`src/flood_relay_duplicate_filter_top_assert.svh`:
```
// ============================================================================
// Flood relay duplicate filter assertion macros
// Concurrent assertion wrappers shared by the filter RTL. Synthesis builds
// see empty bodies.
// ============================================================================
`ifndef FLOOD_RELAY_DUPLICATE_FILTER_TOP_ASSERT_SVH
`define FLOOD_RELAY_DUPLICATE_FILTER_TOP_ASSERT_SVH

`ifndef SYNTHESIS

// Property must hold at every clock edge outside reset.
`define FRDF_ASSERT(label, clk, rst_n, prop) \
    label: assert property (@(posedge clk) disable iff (!rst_n) (prop)) \
        else $error("frdf assertion failed");

// Condition must never be true at a clock edge outside reset.
`define FRDF_NEVER(label, clk, rst_n, cond) \
    label: assert property (@(posedge clk) disable iff (!rst_n) !(cond)) \
        else $error("frdf forbidden condition seen");

`else

`define FRDF_ASSERT(label, clk, rst_n, prop)

`define FRDF_NEVER(label, clk, rst_n, cond)

`endif

`endif

```
`src/frdf_pkg.sv`:
```
// ============================================================================
// Flood relay duplicate filter package
// Field widths, slot record type, verdict codes and the wrap-safe time
// comparison shared by the interfaces and the filter.
// ============================================================================
package frdf_pkg;

    localparam int HASH_W = 32;
    localparam int HOP_W  = 8;
    localparam int TIME_W = 32;
    localparam int LIFE_W = 31;
    localparam int LIVE_W = 6;
    localparam int CNT_W  = 32;

    localparam logic [HASH_W-1:0] EMPTY_HASH     = '0;
    localparam logic [HASH_W-1:0] FOLDED_HASH    = HASH_W'(1);
    localparam logic [LIFE_W-1:0] LIFETIME_RESET = LIFE_W'(30000);

    typedef enum logic [1:0] {
        VERDICT_FORWARD = 2'd0,
        VERDICT_DUP     = 2'd1,
        VERDICT_DEAD    = 2'd2
    } verdict_t;

    typedef struct packed {
        logic [HASH_W-1:0] hash;
        logic [TIME_W-1:0] expiry;
    } slot_t;

    // True when a - b, taken as a signed difference, is negative.
    function automatic logic time_before(input logic [TIME_W-1:0] a,
                                         input logic [TIME_W-1:0] b);
        logic [TIME_W-1:0] diff;
        diff = a - b;
        return diff[TIME_W-1];
    endfunction

endpackage

```
`src/frdf_if.sv`:
```
// ============================================================================
// Flood relay duplicate filter channels
// Valid/ready channels for packet beats into the filter and result beats
// out of it.
// ============================================================================
interface frdf_pkt_if;
    import frdf_pkg::*;

    logic              valid;
    logic              ready;
    logic [HASH_W-1:0] packet_hash;
    logic [HOP_W-1:0]  hop_limit;
    logic [TIME_W-1:0] now_ms;

    modport source (output valid, packet_hash, hop_limit, now_ms, input ready);
    modport sink   (input valid, packet_hash, hop_limit, now_ms, output ready);
endinterface

interface frdf_res_if;
    import frdf_pkg::*;

    logic              valid;
    logic              ready;
    verdict_t          verdict;
    logic [HOP_W-1:0]  next_hop_limit;
    logic [LIVE_W-1:0] live_count;
    logic [CNT_W-1:0]  dup_total;
    logic [CNT_W-1:0]  dead_total;
    logic [CNT_W-1:0]  forward_total;

    modport source (output valid, verdict, next_hop_limit, live_count, dup_total,
                    dead_total, forward_total, input ready);
    modport sink   (input valid, verdict, next_hop_limit, live_count, dup_total,
                    dead_total, forward_total, output ready);
endinterface

```
`src/flood_relay_duplicate_filter_top.sv`:
```
// ============================================================================
// Flood relay duplicate filter
// Time-limited hash cache that drops duplicate and hop-exhausted packets and
// records forwarded ones, kept in one slot memory with registered reads.
// ============================================================================
//
//  Channel   Dir  Handshake          Beat contents
//  pkt       in   valid / ready      packet_hash, hop_limit, now_ms
//  res       out  valid / ready      verdict, next_hop_limit, live_count, totals
//  cfg       in   cfg_wr_en only     entry lifetime in ms, 31 bits
//
//  A duplicate or dead packet gets its result after the lookup walk alone;
//  a forwarded packet also passes a slot write and the expiry sweep. Both
//  the walk and the sweep read the slot memory one entry per cycle through
//  its single read port.
//  After reset a clearing pass writes all SLOTS entries, one per cycle, and
//  no packet is accepted until it ends. The result register holds one beat;
//  a new packet is taken while it waits, and a finished result waits for it.
//
`include "flood_relay_duplicate_filter_top_assert.svh"

module flood_relay_duplicate_filter_top #(
    parameter int SLOTS = 32
) (
    input  logic                        clk,
    input  logic                        rst_n,
    input  logic                        cfg_wr_en,
    input  logic [frdf_pkg::LIFE_W-1:0] cfg_wr_data,
    frdf_pkt_if.sink                    pkt,
    frdf_res_if.source                  res
);
    import frdf_pkg::*;

    localparam int AW = (SLOTS > 1) ? $clog2(SLOTS) : 1;
    localparam int CW = $clog2(SLOTS + 1);
    localparam logic [AW-1:0] LAST_IDX = AW'(SLOTS - 1);
    localparam logic [CW-1:0] SLOT_CNT = CW'(SLOTS);

    typedef enum logic [2:0] {
        ST_CLEAR,
        ST_IDLE,
        ST_SCAN,
        ST_WRITE,
        ST_SWEEP,
        ST_DONE
    } state_t;

    // Slot memory and its ports
    slot_t             mem [SLOTS];
    slot_t             rd_data_reg;
    logic              rd_vld_reg;
    logic [AW-1:0]     rd_idx_reg;
    logic              rd_en;
    logic [AW-1:0]     rd_addr;
    logic              wr_en;
    logic [AW-1:0]     wr_addr;
    slot_t             wr_data;

    state_t            state_reg;
    logic [CW-1:0]     idx_reg;
    logic [LIFE_W-1:0] life_reg;

    logic [HASH_W-1:0] hash_reg;
    logic [HOP_W-1:0]  hops_reg;
    logic [TIME_W-1:0] now_reg;

    logic              dup_reg;
    logic              found_reg;
    logic [AW-1:0]     pick_reg;
    logic              have_reg;
    logic [AW-1:0]     min_idx_reg;
    logic [TIME_W-1:0] min_exp_reg;

    logic [LIVE_W-1:0] live_acc_reg;
    logic [LIVE_W-1:0] live_reg;
    logic [CNT_W-1:0]  dup_cnt_reg;
    logic [CNT_W-1:0]  dead_cnt_reg;
    logic [CNT_W-1:0]  fwd_cnt_reg;
    verdict_t          verdict_reg;

    logic              out_vld_reg;
    verdict_t          out_verdict_reg;
    logic [HOP_W-1:0]  out_hop_reg;
    logic [LIVE_W-1:0] out_live_reg;
    logic [CNT_W-1:0]  out_dup_reg;
    logic [CNT_W-1:0]  out_dead_reg;
    logic [CNT_W-1:0]  out_fwd_reg;

    // Evaluation of the entry on the memory read port
    logic              e_expired;
    logic              e_empty;
    logic              e_match;
    logic              e_last;
    logic              dup_next;
    logic [LIVE_W-1:0] live_acc_next;
    logic              out_load;

    assign pkt.ready = (state_reg == ST_IDLE);

    assign res.valid          = out_vld_reg;
    assign res.verdict        = out_verdict_reg;
    assign res.next_hop_limit = out_hop_reg;
    assign res.live_count     = out_live_reg;
    assign res.dup_total      = out_dup_reg;
    assign res.dead_total     = out_dead_reg;
    assign res.forward_total  = out_fwd_reg;

    always_comb
    begin
        e_expired     = !time_before(now_reg, rd_data_reg.expiry);
        e_empty       = (rd_data_reg.hash == EMPTY_HASH);
        e_match       = (rd_data_reg.hash == hash_reg);
        e_last        = (rd_idx_reg == LAST_IDX);
        dup_next      = dup_reg | (e_match & ~e_expired);
        live_acc_next = live_acc_reg + LIVE_W'(~e_empty & ~e_expired);
        out_load      = (state_reg == ST_DONE) && (!out_vld_reg || res.ready);
    end

    always_comb
    begin
        rd_en   = ((state_reg == ST_SCAN) || (state_reg == ST_SWEEP)) && (idx_reg < SLOT_CNT);
        rd_addr = idx_reg[AW-1:0];
        wr_en   = 1'b0;
        wr_addr = idx_reg[AW-1:0];
        wr_data = '0;
        unique case (state_reg)
            ST_CLEAR:
            begin
                wr_en = 1'b1;
            end
            ST_WRITE:
            begin
                wr_en          = 1'b1;
                wr_addr        = found_reg ? pick_reg : min_idx_reg;
                wr_data.hash   = hash_reg;
                wr_data.expiry = now_reg + TIME_W'(life_reg);
            end
            ST_SWEEP:
            begin
                // Stale slot: empty the hash, keep the expiry as it was.
                wr_en          = rd_vld_reg && !e_empty && e_expired;
                wr_addr        = rd_idx_reg;
                wr_data.hash   = EMPTY_HASH;
                wr_data.expiry = rd_data_reg.expiry;
            end
            default:
            begin
                wr_en = 1'b0;
            end
        endcase
    end

    always_ff @(posedge clk)
    begin
        if (wr_en)
        begin
            mem[wr_addr] <= wr_data;
        end
        if (rd_en)
        begin
            rd_data_reg <= mem[rd_addr];
        end
    end

    always_ff @(posedge clk or negedge rst_n)
    begin
        if (!rst_n)
        begin
            rd_vld_reg <= 1'b0;
            rd_idx_reg <= '0;
        end
        else
        begin
            rd_vld_reg <= rd_en;
            rd_idx_reg <= rd_addr;
        end
    end

    always_ff @(posedge clk or negedge rst_n)
    begin
        if (!rst_n)
        begin
            life_reg <= LIFETIME_RESET;
        end
        else if (cfg_wr_en)
        begin
            life_reg <= cfg_wr_data;
        end
    end

    always_ff @(posedge clk or negedge rst_n)
    begin
        if (!rst_n)
        begin
            state_reg    <= ST_CLEAR;
            idx_reg      <= '0;
            dup_reg      <= 1'b0;
            found_reg    <= 1'b0;
            have_reg     <= 1'b0;
            live_acc_reg <= '0;
            live_reg     <= '0;
            dup_cnt_reg  <= '0;
            dead_cnt_reg <= '0;
            fwd_cnt_reg  <= '0;
            verdict_reg  <= VERDICT_FORWARD;
            out_vld_reg  <= 1'b0;
        end
        else
        begin
            if (out_load)
            begin
                out_vld_reg <= 1'b1;
            end
            else if (res.ready)
            begin
                out_vld_reg <= 1'b0;
            end

            unique case (state_reg)
                ST_CLEAR:
                begin
                    idx_reg <= idx_reg + CW'(1);
                    if (idx_reg[AW-1:0] == LAST_IDX)
                    begin
                        idx_reg   <= '0;
                        state_reg <= ST_IDLE;
                    end
                end
                ST_IDLE:
                begin
                    if (pkt.valid)
                    begin
                        hash_reg  <= (pkt.packet_hash == EMPTY_HASH) ? FOLDED_HASH
                                                                      : pkt.packet_hash;
                        hops_reg  <= pkt.hop_limit;
                        now_reg   <= pkt.now_ms;
                        idx_reg   <= '0;
                        dup_reg   <= 1'b0;
                        found_reg <= 1'b0;
                        have_reg  <= 1'b0;
                        state_reg <= ST_SCAN;
                    end
                end
                ST_SCAN:
                begin
                    if (idx_reg < SLOT_CNT)
                    begin
                        idx_reg <= idx_reg + CW'(1);
                    end
                    if (rd_vld_reg)
                    begin
                        dup_reg <= dup_next;
                        // First reusable slot wins; the soonest expiry is the fallback.
                        if (!found_reg && (e_match || e_empty || e_expired))
                        begin
                            found_reg <= 1'b1;
                            pick_reg  <= rd_idx_reg;
                        end
                        if (!have_reg || time_before(rd_data_reg.expiry, min_exp_reg))
                        begin
                            have_reg    <= 1'b1;
                            min_idx_reg <= rd_idx_reg;
                            min_exp_reg <= rd_data_reg.expiry;
                        end
                        if (e_last)
                        begin
                            priority if (dup_next)
                            begin
                                dup_cnt_reg <= dup_cnt_reg + CNT_W'(1);
                                verdict_reg <= VERDICT_DUP;
                                state_reg   <= ST_DONE;
                            end
                            else if (hops_reg == '0)
                            begin
                                dead_cnt_reg <= dead_cnt_reg + CNT_W'(1);
                                verdict_reg  <= VERDICT_DEAD;
                                state_reg    <= ST_DONE;
                            end
                            else
                            begin
                                fwd_cnt_reg <= fwd_cnt_reg + CNT_W'(1);
                                verdict_reg <= VERDICT_FORWARD;
                                state_reg   <= ST_WRITE;
                            end
                        end
                    end
                end
                ST_WRITE:
                begin
                    idx_reg      <= '0;
                    live_acc_reg <= '0;
                    state_reg    <= ST_SWEEP;
                end
                ST_SWEEP:
                begin
                    if (idx_reg < SLOT_CNT)
                    begin
                        idx_reg <= idx_reg + CW'(1);
                    end
                    if (rd_vld_reg)
                    begin
                        live_acc_reg <= live_acc_next;
                        if (e_last)
                        begin
                            live_reg  <= live_acc_next;
                            state_reg <= ST_DONE;
                        end
                    end
                end
                ST_DONE:
                begin
                    if (out_load)
                    begin
                        state_reg <= ST_IDLE;
                    end
                end
                default:
                begin
                    state_reg <= ST_IDLE;
                end
            endcase
        end
    end

    // Result beat payload
    always_ff @(posedge clk)
    begin
        if (out_load)
        begin
            out_verdict_reg <= verdict_reg;
            out_hop_reg     <= (verdict_reg == VERDICT_FORWARD) ? hops_reg - HOP_W'(1)
                                                                 : '0;
            out_live_reg    <= live_reg;
            out_dup_reg     <= dup_cnt_reg;
            out_dead_reg    <= dead_cnt_reg;
            out_fwd_reg     <= fwd_cnt_reg;
        end
    end

    `FRDF_ASSERT(a_accept_starts_scan, clk, rst_n, (pkt.valid && pkt.ready) |=> (state_reg == ST_SCAN))
    `FRDF_NEVER(a_sweep_port_clash, clk, rst_n, wr_en && rd_en && (wr_addr == rd_addr))
    `FRDF_ASSERT(a_live_in_range, clk, rst_n, (SLOTS > 63) || (int'(live_reg) <= SLOTS))
    `FRDF_ASSERT(a_result_waits, clk, rst_n, (state_reg == ST_DONE && out_vld_reg && !res.ready) |=> (state_reg == ST_DONE))

endmodule

```
`src/flat_wrapper.sv`:
```
// flat-port wrapper written by rule: the top's interface ports become plain ports
module flood_relay_duplicate_filter_top_flat import frdf_pkg::*;
#(
    parameter int SLOTS = 32
)
  (clk, rst_n, cfg_wr_en, cfg_wr_data, pkt_valid, pkt_packet_hash, pkt_hop_limit, pkt_now_ms, pkt_ready, res_valid, res_verdict, res_next_hop_limit, res_live_count, res_dup_total, res_dead_total, res_forward_total, res_ready);
  frdf_pkt_if pkt_i ();
  frdf_res_if res_i ();
  input  logic clk;
  input  logic rst_n;
  input  logic cfg_wr_en;
  input  logic [frdf_pkg::LIFE_W-1:0] cfg_wr_data;
  input wire logic [$bits(pkt_i.valid)-1:0] pkt_valid;
  input wire logic [$bits(pkt_i.packet_hash)-1:0] pkt_packet_hash;
  input wire logic [$bits(pkt_i.hop_limit)-1:0] pkt_hop_limit;
  input wire logic [$bits(pkt_i.now_ms)-1:0] pkt_now_ms;
  output wire logic [$bits(pkt_i.ready)-1:0] pkt_ready;
  output wire logic [$bits(res_i.valid)-1:0] res_valid;
  output wire logic [$bits(res_i.verdict)-1:0] res_verdict;
  output wire logic [$bits(res_i.next_hop_limit)-1:0] res_next_hop_limit;
  output wire logic [$bits(res_i.live_count)-1:0] res_live_count;
  output wire logic [$bits(res_i.dup_total)-1:0] res_dup_total;
  output wire logic [$bits(res_i.dead_total)-1:0] res_dead_total;
  output wire logic [$bits(res_i.forward_total)-1:0] res_forward_total;
  input wire logic [$bits(res_i.ready)-1:0] res_ready;
  assign pkt_i.valid = pkt_valid;
  assign pkt_i.packet_hash = pkt_packet_hash;
  assign pkt_i.hop_limit = pkt_hop_limit;
  assign pkt_i.now_ms = pkt_now_ms;
  assign pkt_ready = pkt_i.ready;
  assign res_valid = res_i.valid;
  assign res_verdict = res_i.verdict;
  assign res_next_hop_limit = res_i.next_hop_limit;
  assign res_live_count = res_i.live_count;
  assign res_dup_total = res_i.dup_total;
  assign res_dead_total = res_i.dead_total;
  assign res_forward_total = res_i.forward_total;
  assign res_i.ready = res_ready;
  flood_relay_duplicate_filter_top #(.SLOTS(SLOTS)) u_core (.clk(clk), .rst_n(rst_n), .cfg_wr_en(cfg_wr_en), .cfg_wr_data(cfg_wr_data), .pkt(pkt_i), .res(res_i));
endmodule
```
`config.mk`:
```
export PLATFORM = sky130hd
export DESIGN_NAME = flood_relay_duplicate_filter_top_flat
export DESIGN_NICKNAME = d
export VERILOG_FILES = /design/src/frdf_pkg.sv /design/src/frdf_if.sv /design/src/flood_relay_duplicate_filter_top.sv /design/src/flat_wrapper.sv
export VERILOG_INCLUDE_DIRS = /design/src /design/src/src
export SDC_FILE = /design/constraint.sdc
export NUM_CORES = 2
export LEC_CHECK = 0
export BUFFER_PORTS_ARGS = -buffer_cell sky130_fd_sc_hd__buf_2
export CAP_MARGIN = 25
export CORE_MARGIN = 4
export CORE_UTILIZATION = 54
export DETAILED_ROUTE_END_ITERATION = 8
export PLACE_DENSITY = 0.7
export SYNTH_ARGS = -nofsm -noshare
export SYNTH_HDL_FRONTEND = slang
export SYNTH_SLANG_ARGS = --single-unit
export TNS_END_PERCENT = 100
```
`constraint.sdc`:
```
create_clock -name clk -period 11.7 [get_ports clk]
set_input_delay 1.17 -clock clk [delete_from_list [all_inputs] [get_ports clk]]
set_output_delay 1.17 -clock clk [all_outputs]
set_load 0.01 [all_outputs]
```
* After elaboration in Yosys (flattened, before gate mapping)
Memories as Yosys holds them, arrays and structs flattened. A register that Yosys moved wholly into a read port is not among the register bits.
Index checks and enable logic that the tools add are counted.
** Cells by class
- Add/sub/neg operators :: 9
- Order comparisons :: 1
- Equal/unequal tests :: 18
- Muxes and demuxes :: 35
- Bitwise logic cells :: 7
- Reduce and logical (&&, ||, !) cells :: 40
** Operators by type and width (count)
- $pmux W64 S2 :: 1
- $add A32 B1 Y32 const B :: 3
- $logic_not A32 Y1 :: 2
- $sub A32 B32 Y32 :: 2
- $add A32 B31 Y32 :: 1
- $eq A32 B32 Y1 :: 1
- $mux W3 :: 9
- $mux W6 :: 4
- $pmux W6 S4 :: 1
- $reduce_and A4 Y1 :: 5
- $pmux W3 S6 :: 1
- $reduce_and A3 Y1 :: 5
- $ne A2 B1 Y1 const B :: 7
- $not A1 Y6 :: 2
- $pmux W6 S2 :: 1
- $eq A5 B5 Y1 const B :: 2
- $mux W1 :: 10
- $pmux W5 S2 :: 1
- $reduce_and A5 Y1 :: 2
- $logic_not A8 Y1 :: 1
- $pmux W1 S2 :: 4
- $sub A8 B1 Y8 const B :: 1
- $reduce_and A7 Y1 :: 1
- $add A6 B1 Y6 const B :: 1
- other kinds (21) :: 42
** Word-level totals
- Flip-flop bits (word level) :: 386
- RAM bits :: 2048
- Input port bits :: 108
- Logic and storage cells :: 138
- Memories kept :: 1
** Memory list
- u_core.mem :: words 32, bits a word 64, rd ports 1, clocked after Yosys merged registers in 1, write ports 1, RTL line flood_relay_duplicate_filter_top.sv:49 : slot_t mem [SLOTS];

* Logic depth before layout (Yosys ltp)
- Depth in word-level cells :: 7
- Mapped depth :: 18

* Least setup slack after synthesis
Ideal clock, no wire load.
- Kind :: input to register
- Start :: input port res_ready
- End :: register u_core.out_dead_reg[0], in the netlist u_core.res.dead_total[0], enable pin
- Setup time :: 0.585 ns
- Arrival :: 5.886 ns
- Slack :: 5.230 ns
- Stages :: 2
- Buffers on the path :: 0
- Cell sequence :: nor2b_1 -> nor2_1
** Between the ends
- Word-level cells in the longest chain between the ends :: 2
** Ends and longest elaborated chain
- start, declared :: RTL line flat_wrapper.sv:25 : input wire logic [$bits(res_i.ready)-1:0] res_ready;
- $logic_or A1 B1 Y1 :: RTL line flood_relay_duplicate_filter_top.sv:116 : out_load = (state_reg == ST_DONE) && (!out_vld_reg || res.ready);
- $logic_and A1 B1 Y1 :: RTL line flood_relay_duplicate_filter_top.sv:116
- named net u_core.out_load :: RTL line flood_relay_duplicate_filter_top.sv:96 : logic out_load;
- end signal, assigned :: RTL line flood_relay_duplicate_filter_top.sv:335 : out_dead_reg <= dead_cnt_reg;
- end, declared :: RTL line flood_relay_duplicate_filter_top.sv:86 : logic [CNT_W-1:0] out_dead_reg;
The timed path passes the listed nets, and every way through them passes these cells.
A chain may end at the register's enable or synchronous reset.

* Worst setup path in the final report
- Start :: register, netlist name u_core.rd_data_reg[4]
- End :: memory u_core.mem[19][44] (netlist name), enable pin
** Between the ends
- Word-level cells in the longest chain between the ends :: 6
** Ends and longest elaborated chain
- $sub A32 B32 Y32 :: RTL line frdf_pkg.sv:34 : diff = a - b;
- $logic_not A1 Y1 :: RTL line flood_relay_duplicate_filter_top.sv:110 : e_expired = !time_before(now_reg, rd_data_reg.expiry);
- $logic_and A1 B1 Y1 :: RTL line flood_relay_duplicate_filter_top.sv:141 : wr_en = rd_vld_reg && !e_empty && e_expired;
- $pmux W1 S2 :: RTL line flood_relay_duplicate_filter_top.sv:126 : unique case (state_reg)
- $mux W1 :: RTL line flood_relay_duplicate_filter_top.sv:155 : if (wr_en)
- $mux W1 (not written as such) :: RTL line flood_relay_duplicate_filter_top.sv:157 : mem[wr_addr] <= wr_data;
- end, declared :: RTL line flood_relay_duplicate_filter_top.sv:49
No other way between the ends.

==> results.tsv <==
stage	metric	value	unit
status	status	complete, no violations	
worst_hold_path	min_path_type	input port to asynchronous set/reset pin	
timing	fmax	177	MHz
global_route	grt_pass1_wl	344	mm
die	die_w	434	µm
die	die_area	188000	µm²
route	routed_wl	238	mm
timing	rsz0062_at_grt	false	
yosys	synth_cell_types	77	
die	num_rows	155	
setup_path	critical_path.startpoint_type	flop	
timing	fin_crit_sh	48.2	%
route	drt_first_pass_iters	6	
route	antenna_left	0	
global_route	grt_pass1_vias	47173	
place	post-dp-hpwl	142	mm
setup_path	cp_max_fo	43	
power	power_density	159	nW/µm²
place	gp_congestion	0.853	
setup_path	r2r_cells	13	
route	vias	47917	
yosys	yosysTopAreaCellShare	71.7	%
cts	clk_latency	0.86	ns
flow_run	drv_cap	0	
yosys	ys.flop_type	edfxtp_1	
cells_and_area	fin_nets	5122	
yosys	yosys-top-cells-area	edfxtp_1, mux4_2, dfrtp_1	
timing	final.min_clock_period	5.64	ns
yosys	syn_inst	4548	
timing	setup_viol	0	
global_route	antenna_found_initial	17	
place	place_area	103000	µm²
cts	cts_setup_buffers	0	
cts	cts-root-buf	clkbuf_16	
cts	ctsHoldBuffers	0	
yosys	synth_compound_area_share	1.60	%
route	drc	0	
cells_and_area	largest_register_ffs	2048	
cells_and_area	post-route-cell-area	111000	µm²
setup_path	end_kind	flop	
yosys	syn_area	97900	µm²
timing	fin_skew	0.0423	ns
yosys	syn_avg_cell_area	21.5	µm²
yosys	ys_warn_count	0	
timing	layout_setup_ws	6.06	ns
power	p_leak	36.9	nW
yosys	synth_top_family_by_area	multiplexers	
yosys	synthMuxAreaShare	16.0	%
cts	cts_tree	done	
die	core	179000	µm²
setup_path	critPathRequiredTime	12.14	ns
yosys	synth_edf_count	2338	
timing	tightest_slew	1.11	ns
yosys	ys_seq_elements	2498	
cts	clkTransAtPathRegs	0.06	ns
cts	ctsResizeCount	0	
setup_path	crit_arrival	6.08	ns
route	first_iter_violations	6461	
cells_and_area	finish.utilization	61.8	%
yosys	synth_adder_area_share	1.30	%
route	wire_per_inst	31.9	µm
timing	holdWs	0.386	ns
yosys	yosysSeqAreaShare	75.8	%
die	die_h	434	µm
place	port_buffers	221	
yosys	synth_xor_area_share	1.47	%
die	ios	222	
power	ir_drop	0.000189	V
cells_and_area	drive_gt1_share	30.1	%
global_route	grt-ovfl-total	0	
yosys	syn-num-nets	4757	
global_route	grt_max_degree	100	
timing	slew_headroom	26.2	%
die	start_util	54.6	%
yosys	yosys.area_share.simple	2.55	%
cts	cts.sinks	2498	
cts	cts_buffers	232	
setup_path	crit_type	flop to flop	
yosys	async_reset_ff_share	6.41	%
timing	fin_tns_setup	0	ns
global_route	grt_usage	25.6	%
timing	hold_violations	0	
cts	cts_buffer_depth	3	
timing	drv_slew	0	
place	place_worst_setup_slack	6.01	ns
yosys	synth_largest_area_cell	edfxtp_1	
route	via_per_inst	6.41	
cts	cts_htree_levels	4	
cells_and_area	syn2layout_area_growth	13.4	%
per-stage QoR:
| stage | power, mW | instances |
|---|---|---|
| finish | 17.7 | 7475 |
| global route | 18.2 | 7468 |
| CTS | 17.8 | 7454 |
| detailed placement | 10.1 | 7020 |
| global placement | 10.1 | 7012 |
| floorplan | 9.97 | 4548 |
report_power, final:
part	internal, mW	total (mW)	switching [mW]
logic	0.0848	0.202	0.117
clock network	4.54	7.81	3.27
registers	9.65	9.67	0.0126
total	14.3	17.7	3.40
worst max-delay path, cell delays in order (launching register included):
cell and delay (ns):
edfxtp_1 0.43, inv_1 0.11, ha_1 0.25, a21o_1 0.16, a21o_1 0.16, a21oi_1 0.12
o21ai_0 0.14, a221oi_1 0.59, o21a_4 0.30, xor2_4 0.14, o32ai_4 0.53, nand4_1 0.53
nor2_4 0.79, buf_4 0.90
layer usage:
metal | share of wire, % | vias to the layer above | GRT usage (%)
li1 | - | 19551 | -
met1 | 40 | 25209 | 38.1
met2 | 47 | 2742 | 39.5
met3 | 10 | 403 | 4.84
met4 | 3.1 | 12 | 7.44
met5 | 0.037 | - | 0
area by class of cell:
cell class	instances	area, µm²
flip-flops and latches	2498	74200
fillers	12032	68400
multi-input cells	1733	22900
clock buffers	292	6290
well taps	2355	2950
repair buffers	350	2460
clock inverters	142	1680
inverters	98	368
diodes	7	17.5
kinds of logic after synthesis:
family          count (synthesis)
mux                           752
buf+inv                       317
xor+xnor                      160
fa+ha+maj                     101
simple gates                  494
flops                        2498
compound gates                226
synthesized netlist by cell type, drive strengths merged, types with 44 or more instances:
cell,number
nand2,93
buf,57
dfrtp,153
nand4,44
mux4,640
a21oi,51
mux2,103
edfxtp,2338
nor2,118
o21ai,55
xnor2,88
nand3,59
xor2,72
ha,100
inv,98
clkbuf,162
final timing paths:
kind / from / end / slack, ns
max reg2reg: u_core.rd_data_reg[4] / u_core.mem[19][44] / 6.06
min: rst_n / u_core.fwd_cnt_reg[27] / 0.39
min reg2reg: u_core.dup_cnt_reg[26] / u_core.res.dup_total[26] / 0.45
max in group asynchronous: rst_n / u_core.life_reg[18] / 10.13
max: u_core.rd_data_reg[4] / u_core.mem[19][44] / 6.06
min in group clk: u_core.dup_cnt_reg[26] / u_core.res.dup_total[26] / 0.45
placed cells by master, fill, tap and decap left out, types with 8 or more instances in the layout:
cell type / n
mux2_2: 101
mux2i_1: 9
buf_16: 11
nand4_1: 43
buf_12: 11
o22ai_2: 13
nor3_1: 34
nand2b_1: 13
a21oi_1: 51
xor2_1: 71
or2_2: 8
clkbuf_16: 241
o22ai_4: 10
or3_1: 9
nand2_1: 92
nor4_1: 28
o21ai_0: 46
xnor2_1: 87
buf_4: 104
dfrtp_1: 148
edfxtp_1: 2338
bufinv_16: 33
ha_1: 100
clkbuf_1: 44
mux4_2: 640
nor2_1: 83
a21o_1: 31
nor2_4: 35
and2_1: 31
buf_2: 220
and3_1: 23
clkinv_1: 48
clkinv_2: 37
nand3_1: 59
inv_1: 98
nor2b_1: 9
(Power assumes the default switching activity.)
